$ cat src/bcu_pkg.sv
`timescale 1ns / 1ps

package bcu_pkg;

    localparam int N_W    = 6;
    localparam int COEF_W = 31;
    localparam int PROD_W = COEF_W + N_W;
    localparam int CNT_W  = $clog2(PROD_W);

    typedef struct packed {
        logic              start;
        logic [PROD_W-1:0] dividend;
        logic [N_W-1:0]    divisor;
    } div_cmd_t;

    typedef struct packed {
        logic              done;
        logic [PROD_W-1:0] quotient;
    } div_rsp_t;

endpackage

$ cat src/bcu_divider.sv
`timescale 1ns / 1ps

// restoring divider, one quotient bit per cycle
module bcu_divider
(
    input  logic              clk,
    input  logic              rst_n,
    input  bcu_pkg::div_cmd_t cmd,
    output bcu_pkg::div_rsp_t rsp
);

    logic [bcu_pkg::N_W-1:0]    rem_reg;
    logic [bcu_pkg::N_W-1:0]    rem_next;
    logic [bcu_pkg::PROD_W-1:0] quo_reg;
    logic [bcu_pkg::PROD_W-1:0] quo_next;
    logic [bcu_pkg::N_W-1:0]    dvs_reg;
    logic [bcu_pkg::CNT_W-1:0]  cnt_reg;
    logic                       busy_reg;
    logic                       done_reg;
    logic [bcu_pkg::N_W:0]      shifted;
    logic [bcu_pkg::N_W:0]      diff;
    logic                       fits;
    logic                       last;

    assign shifted = {rem_reg, quo_reg[bcu_pkg::PROD_W-1]};
    assign diff    = shifted - {1'b0, dvs_reg};
    assign fits    = shifted >= {1'b0, dvs_reg};
    assign last    = cnt_reg == bcu_pkg::CNT_W'(bcu_pkg::PROD_W - 1);

    always_comb
    begin
        if (fits)
        begin
            rem_next = diff[bcu_pkg::N_W-1:0];
        end
        else
        begin
            rem_next = shifted[bcu_pkg::N_W-1:0];
        end
        quo_next = {quo_reg[bcu_pkg::PROD_W-2:0], fits};
    end

    always_ff @(posedge clk or negedge rst_n)
    begin
        if (!rst_n)
        begin
            busy_reg <= 1'b0;
            done_reg <= 1'b0;
            cnt_reg  <= '0;
        end
        else
        begin
            done_reg <= 1'b0;
            if (cmd.start)
            begin
                busy_reg <= 1'b1;
                cnt_reg  <= '0;
            end
            else if (busy_reg)
            begin
                cnt_reg <= cnt_reg + 1'b1;
                if (last)
                begin
                    busy_reg <= 1'b0;
                    done_reg <= 1'b1;
                end
            end
        end
    end

    always_ff @(posedge clk)
    begin
        if (cmd.start)
        begin
            rem_reg <= '0;
            quo_reg <= cmd.dividend;
            dvs_reg <= cmd.divisor;
        end
        else if (busy_reg)
        begin
            rem_reg <= rem_next;
            quo_reg <= quo_next;
        end
    end

    assign rsp.done     = done_reg;
    assign rsp.quotient = quo_reg;

endmodule

$ cat src/binomial_coefficient_unit.sv
`timescale 1ns / 1ps

// Binomial coefficient n choose k, exact, by repeated multiply and exact divide
// over j = min(k, n-k) steps. Each step does the 31x6 multiply in S_MUL, starts
// the shared bit-serial divider in S_LAUNCH and waits for the quotient in S_WAIT;
// no new item is taken until the last step is done. Trivial cases (k of 0 or n,
// k above n, n above MAX_N) go straight to S_FINISH. Input stall stays high from
// acceptance until the result is placed in the output register; a waiting result
// does not block the next item. n above MAX_N gives zero with overflow set; k
// above n gives zero.
module binomial_coefficient_unit
#(
    parameter int MAX_N = 30
)
(
    input  logic                       clk,
    input  logic                       rst_n,
    input  logic                       in_valid,
    output logic                       in_stall,
    input  logic [bcu_pkg::N_W-1:0]    n_total,
    input  logic [bcu_pkg::N_W-1:0]    k_chosen,
    output logic                       out_valid,
    input  logic                       out_stall,
    output logic [bcu_pkg::COEF_W-1:0] coefficient,
    output logic                       overflow
);

    localparam logic [2:0] S_IDLE   = 3'd0;
    localparam logic [2:0] S_MUL    = 3'd1;
    localparam logic [2:0] S_LAUNCH = 3'd2;
    localparam logic [2:0] S_WAIT   = 3'd3;
    localparam logic [2:0] S_FINISH = 3'd4;

    localparam logic [bcu_pkg::N_W-1:0] MAX_N_V = bcu_pkg::N_W'(MAX_N);

    logic [2:0]                    state_reg;
    logic [bcu_pkg::N_W-1:0]       base_reg;
    logic [bcu_pkg::N_W-1:0]       steps_reg;
    logic [bcu_pkg::N_W-1:0]       i_reg;
    logic [bcu_pkg::COEF_W-1:0]    r_reg;
    logic                          ovf_reg;
    logic [bcu_pkg::PROD_W-1:0]    prod_reg;
    logic                          out_valid_reg;
    logic [bcu_pkg::COEF_W-1:0]    coefficient_reg;
    logic                          overflow_reg;

    logic                          in_accept;
    logic                          out_free;
    logic [bcu_pkg::N_W-1:0]       n_minus_k;
    logic [bcu_pkg::N_W-1:0]       k_min;
    logic [bcu_pkg::N_W-1:0]       factor;
    bcu_pkg::div_cmd_t             div_cmd;
    bcu_pkg::div_rsp_t             div_rsp;

    assign in_stall  = state_reg != S_IDLE;
    assign in_accept = in_valid && !in_stall;
    assign out_free  = !out_valid_reg || !out_stall;
    assign n_minus_k = n_total - k_chosen;
    assign k_min     = (n_minus_k < k_chosen) ? n_minus_k : k_chosen;
    assign factor    = base_reg + i_reg;

    assign div_cmd.start    = state_reg == S_LAUNCH;
    assign div_cmd.dividend = prod_reg;
    assign div_cmd.divisor  = i_reg;

    bcu_divider u_div
    (
        .clk   (clk),
        .rst_n (rst_n),
        .cmd   (div_cmd),
        .rsp   (div_rsp)
    );

    always_ff @(posedge clk or negedge rst_n)
    begin
        if (!rst_n)
        begin
            state_reg     <= S_IDLE;
            out_valid_reg <= 1'b0;
        end
        else
        begin
            if (state_reg == S_FINISH && out_free)
            begin
                out_valid_reg <= 1'b1;
            end
            else if (out_valid_reg && !out_stall)
            begin
                out_valid_reg <= 1'b0;
            end
            unique case (state_reg)
                S_IDLE:
                begin
                    if (in_accept)
                    begin
                        if (n_total > MAX_N_V || k_chosen > n_total || k_min == '0)
                        begin
                            state_reg <= S_FINISH;
                        end
                        else
                        begin
                            state_reg <= S_MUL;
                        end
                    end
                end
                S_MUL:
                begin
                    state_reg <= S_LAUNCH;
                end
                S_LAUNCH:
                begin
                    state_reg <= S_WAIT;
                end
                S_WAIT:
                begin
                    if (div_rsp.done)
                    begin
                        if (i_reg == steps_reg)
                        begin
                            state_reg <= S_FINISH;
                        end
                        else
                        begin
                            state_reg <= S_MUL;
                        end
                    end
                end
                S_FINISH:
                begin
                    if (out_free)
                    begin
                        state_reg <= S_IDLE;
                    end
                end
                default:
                begin
                    state_reg <= S_IDLE;
                end
            endcase
        end
    end

    always_ff @(posedge clk)
    begin
        if (in_accept)
        begin
            ovf_reg   <= n_total > MAX_N_V;
            steps_reg <= k_min;
            base_reg  <= n_total - k_min;
            i_reg     <= bcu_pkg::N_W'(1);
            if (n_total > MAX_N_V || k_chosen > n_total)
            begin
                r_reg <= '0;
            end
            else
            begin
                r_reg <= bcu_pkg::COEF_W'(1);
            end
        end
        if (state_reg == S_MUL)
        begin
            prod_reg <= bcu_pkg::PROD_W'(r_reg) * bcu_pkg::PROD_W'(factor);
        end
        if (state_reg == S_WAIT && div_rsp.done)
        begin
            r_reg <= div_rsp.quotient[bcu_pkg::COEF_W-1:0];
            i_reg <= i_reg + 1'b1;
        end
        if (state_reg == S_FINISH && out_free)
        begin
            coefficient_reg <= r_reg;
            overflow_reg    <= ovf_reg;
        end
    end

    assign out_valid   = out_valid_reg;
    assign coefficient = coefficient_reg;
    assign overflow    = overflow_reg;

endmodule
$ cat config.mk
export PLATFORM = sky130hd
export DESIGN_NAME = binomial_coefficient_unit
export DESIGN_NICKNAME = d
export VERILOG_FILES = /design/src/bcu_pkg.sv /design/src/bcu_divider.sv /design/src/binomial_coefficient_unit.sv
export SDC_FILE = /design/constraint.sdc
export NUM_CORES = 1
export LEC_CHECK = 0
export CAP_MARGIN = 20
export CORE_UTILIZATION = 57
export CTS_BUF_LIST = sky130_fd_sc_hd__clkbuf_16
export DETAILED_ROUTE_END_ITERATION = 7
export DONT_BUFFER_PORTS = 1
export GPL_TIMING_DRIVEN = 0
export PLACE_DENSITY = 0.72
export SETUP_SLACK_MARGIN = 0.4
export SYNTH_ARGS = -nofsm -noshare
export SYNTH_HDL_FRONTEND = slang
export SYNTH_SLANG_ARGS = --single-unit
$ cat constraint.sdc
create_clock -name clk -period 7.5 [get_ports clk]
set_clock_uncertainty 0.05 [all_clocks]
set_input_delay 2.25 -clock clk [delete_from_list [all_inputs] [get_ports clk]]
set_output_delay 2.25 -clock clk [all_outputs]
set_load 0.01 [all_outputs]
==> summary.txt <==
Final layout
  – Fill cells: 1844
  – Diodes inserted: 0
  – Layout cells sized above 1: 7.08%
  – Post-route cell area: 14500 um2
  – Nets@finish: 1443
  – Final Core Density: 63.5%
  – Area growth syn-to-layout: 8.23%

Power and ir drop
  – Power per cell area: 271 nW/um2
  – Combinational power share: 39.6%
  – Worst-case vdd ir drop: 0.157 mV
  – Psw: 1.44 mW
  – Internal power: 2.48 mW
  – Sequential share of power: 37.2%
  – Clk network pwr share: 23.2%
  – Leak: 5.99 nW
  – Sw Share: 36.7%

Routing
  – Drt initial violations: 666
  – Final ANT Viol Nets: 0
  – Post-route DRC: 0
  – Via-to-Cell Ratio: 5.58
  – Total routed wirelength: 28.4 mm
  – Detailed-route via count: 8688
  – Drt wl/cell: 18.3 um
  – DRT Pass-1 Iters: 5

Worst setup path
  – Crit. End Element: register
  – Crit-path max FO: 10
  – CP arrival: 6.99 ns
  – R2r worst-path depth: 23
  – Crit path required time: 7.64 ns
  – Startpoint Class: register
  – Critical path type: register to register

Timing
  – Slew margin rel.: 28.4%
  – Final slew viol count: 0
  – Setup TNS: 0 ns
  – Final hold slack: 0.404 ns
  – Max Freq: 146 MHz
  – Tightest Pin Transition: 1.07 ns
  – # setup viols final: 0
  – RSZ-0062 raised after global routing: no
  – Final Hold Fails: 0
  – Final period demand of the worst path: 6.85 ns
  – Final Worst Setup Slack: 0.647 ns
  – Final Cycle Share: 91.4%

Synth
  – Mapped Area: 13400 um2
  – Post-synthesis register bit count: 180
  – Post-synth EDFFs: 162
  – Syn Area/Cell: 11.1 um2
  – Syn_nets: 1421
  – Cell accounting for the most synthesized area: edfxtp_1
  – YS warnings: 0
  – Cells after Synth: 1208
  – Synth top area cells: edfxtp_1, fa_1, ha_1, and2_1, inv_1
  – Register area share after synthesis: 39.4%
  – Asr flop ratio synth: 6.67%
  – Distinct cells, synth: 58
  – Main synth FF type: edfxtp_1
  – Top cell type's share of synthesized area: 36.3%

Status
  – Status: complete, no violations

Floorplanning
  – Starting Density: 58.6%
  – Core area: 22800 um2
  – Die width: 155 um
  – Floorplan row count: 55
  – Full die area: 24100 um2
  – Chip Height: 155 um
  – Ports: 50

Global route
  – Initial antenna violation count: 2
  – Aggregate global-route resource usage: 25.4%
  – Number of global-route vias before repair: 8908
  – First-pass GRT wire length: 46.6 mm
  – Largest net degree at the start of global routing: 39
  – GRT overflow: 0

Clocking
  – Reg clk slew, reported paths: 0.07 ns
  – Root Driver: clkbuf_16
  – Hold-fix buffers, CTS: 0
  – Clock Sinks: 180
  – Worst-Skew Late Latency: 0.45 ns
  – CTS buffer count: 17
  – Htree depth: 4
  – CTS tree: built
  – Longest Clk Path Bufs: 2

Placed design
  – Buffers added on ports: 0
  – Detail Placement HPWL: 21.0 mm
  – Cell Area, Placed: 13900 um2
  – Post-Place Worst Slack: 0.415 ns
  – Final GP Congestion: 0.877

Min path
  – Hold Crit Depth: 0
  – Worst hold path class: register to register

Flow run
  – MaxCap Viol Count: 0
==> cell usage in the layout (no fill, tap or decap), types with 4 or more instances in the layout <==
master     instances
inv_1            168
edfxtp_1         162
and2_1           128
fa_1             121
nand2_1          100
ha_1              76
nor2_1            45
a21oi_1           40
mux2_2            38
nand2b_1          36
xnor2_1           33
clkbuf_1          31
xor2_1            26
a21o_1            23
o21ai_0           20
clkbuf_16         17
nand3_1           16
nor2b_1           14
dfrtp_1           12
nand4_1           11
o21ai_1           10
mux2i_1            9
o21a_1             7
inv_8              7
o21bai_1           6
nor3_1             6
dfxtp_1            6
or3_1              5
clkbuf_2           4
a211oi_1           4
clkinv_8           4
==> path summary, 6_finish.rpt <==
kind                               start                to  slack [ns]
worst min register to register   ovf_reg          overflow        0.40
worst max register to register  i_reg[0]      prod_reg[34]        0.65
worst max-delay path            i_reg[0]      prod_reg[34]        0.65
min in group asynchronous          rst_n  u_div.cnt_reg[0]        1.44
worst min-delay path             ovf_reg          overflow        0.40
max in group asynchronous          rst_n      state_reg[0]        5.90
==> repair_timing <==
| item | CTS | global route |
|---|---|---|
| gates resized for setup | 1 | 7 |
| setup endpoints to repair | 1 | 13 |
| buffers inserted | 0 | 0 |
==> routing by layer <==
metal | routed length [um] | track usage (%)
met4 | 531 | 7.00
met3 | 1670 | 4.35
met2 | 13300 | 40.7
met1 | 12900 | 35.8
met5 | 0 | 0
==> kinds of logic (layout without fill, tap and decap cells) <==
logic type / after synthesis / count (layout) / share of synthesized area [%]
adder cells (fa/ha/maj): 197 / 197 / 25.2
multiplexers: 47 / 47 / 3.87
flip-flops: 180 / 180 / 39.4
AND/OR/NAND/NOR: 378 / 378 / 14.9
buffers and inverters: 205 / 240 / 5.75
AO/OA/AOI/OAI: 142 / 142 / 7.01
XOR/XNOR: 59 / 59 / 3.86
==> synth_stat cells, types with 3 or more instances <==
cell       count
inv_1        168
edfxtp_1     162
and2_1       128
fa_1         121
nand2_1      100
ha_1          76
nor2_1        45
a21oi_1       41
mux2_2        38
nand2b_1      36
clkbuf_1      35
xnor2_1       33
xor2_1        26
a21o_1        23
o21ai_0       21
nand3_1       16
nor2b_1       15
dfrtp_1       12
nand4_1       11
o21ai_1       10
mux2i_1        9
o21a_1         7
dfxtp_1        6
nor3_1         6
o21bai_1       6
or3_1          5
a2111oi_0      4
a211oi_1       4
nand3b_1       3
nand4b_1       3
==> metrics by stage <==
step | power [mW] | std cells
final | 3.92 | 1556
after global routing | 4.19 | 1556
after CTS | 3.93 | 1556
after detailed placement | 3.00 | 1524
after global placement | 2.97 | 1521
after floorplan | 2.64 | 1208
==> power groups by stage <==
stage	Combinational (mW)	Clock (mW)	Sequential (mW)
after floorplan	1.20	0	1.44
after global placement	1.49	0	1.48
after detailed placement	1.52	0	1.48
after CTS	1.55	0.925	1.46
after global routing	1.75	0.962	1.48
final	1.55	0.912	1.46
==> critical path, stage by stage, from the launching register on <==
cell,delay [ns]
edfxtp_1,0.51
ha_1,0.24
inv_1,0.06
fa_1,0.39
inv_1,0.07
a21o_1,0.10
a21oi_1,0.08
xnor2_1,0.51
clkbuf_2,0.44
and2_1,0.21
fa_1,0.42
inv_1,0.09
fa_1,0.44
fa_1,0.56
inv_1,0.04
ha_1,0.35
a21o_1,0.17
a31oi_1,0.06
a2111oi_1,0.63
nor2_1,0.21
o21ai_1,0.36
nor2b_1,0.18
o211ai_1,0.32
xor2_1,0.12
==> area by class of cell <==
| cell class | count | area [um2] | share of cell area (%) |
|---|---|---|---|
| repair buffers | 3 | 67.6 | 0.466 |
| clock buffers | 17 | 425 | 2.93 |
| well taps | 313 | 392 | 2.70 |
| multi-input cells | 823 | 7380 | 50.9 |
| flip-flops and latches | 180 | 5290 | 36.4 |
| plain buffers | 37 | 145 | 1.00 |
| clock inverters | 15 | 176 | 1.22 |
| inverters | 168 | 631 | 4.35 |
Power figures use the tool's default switching activity.
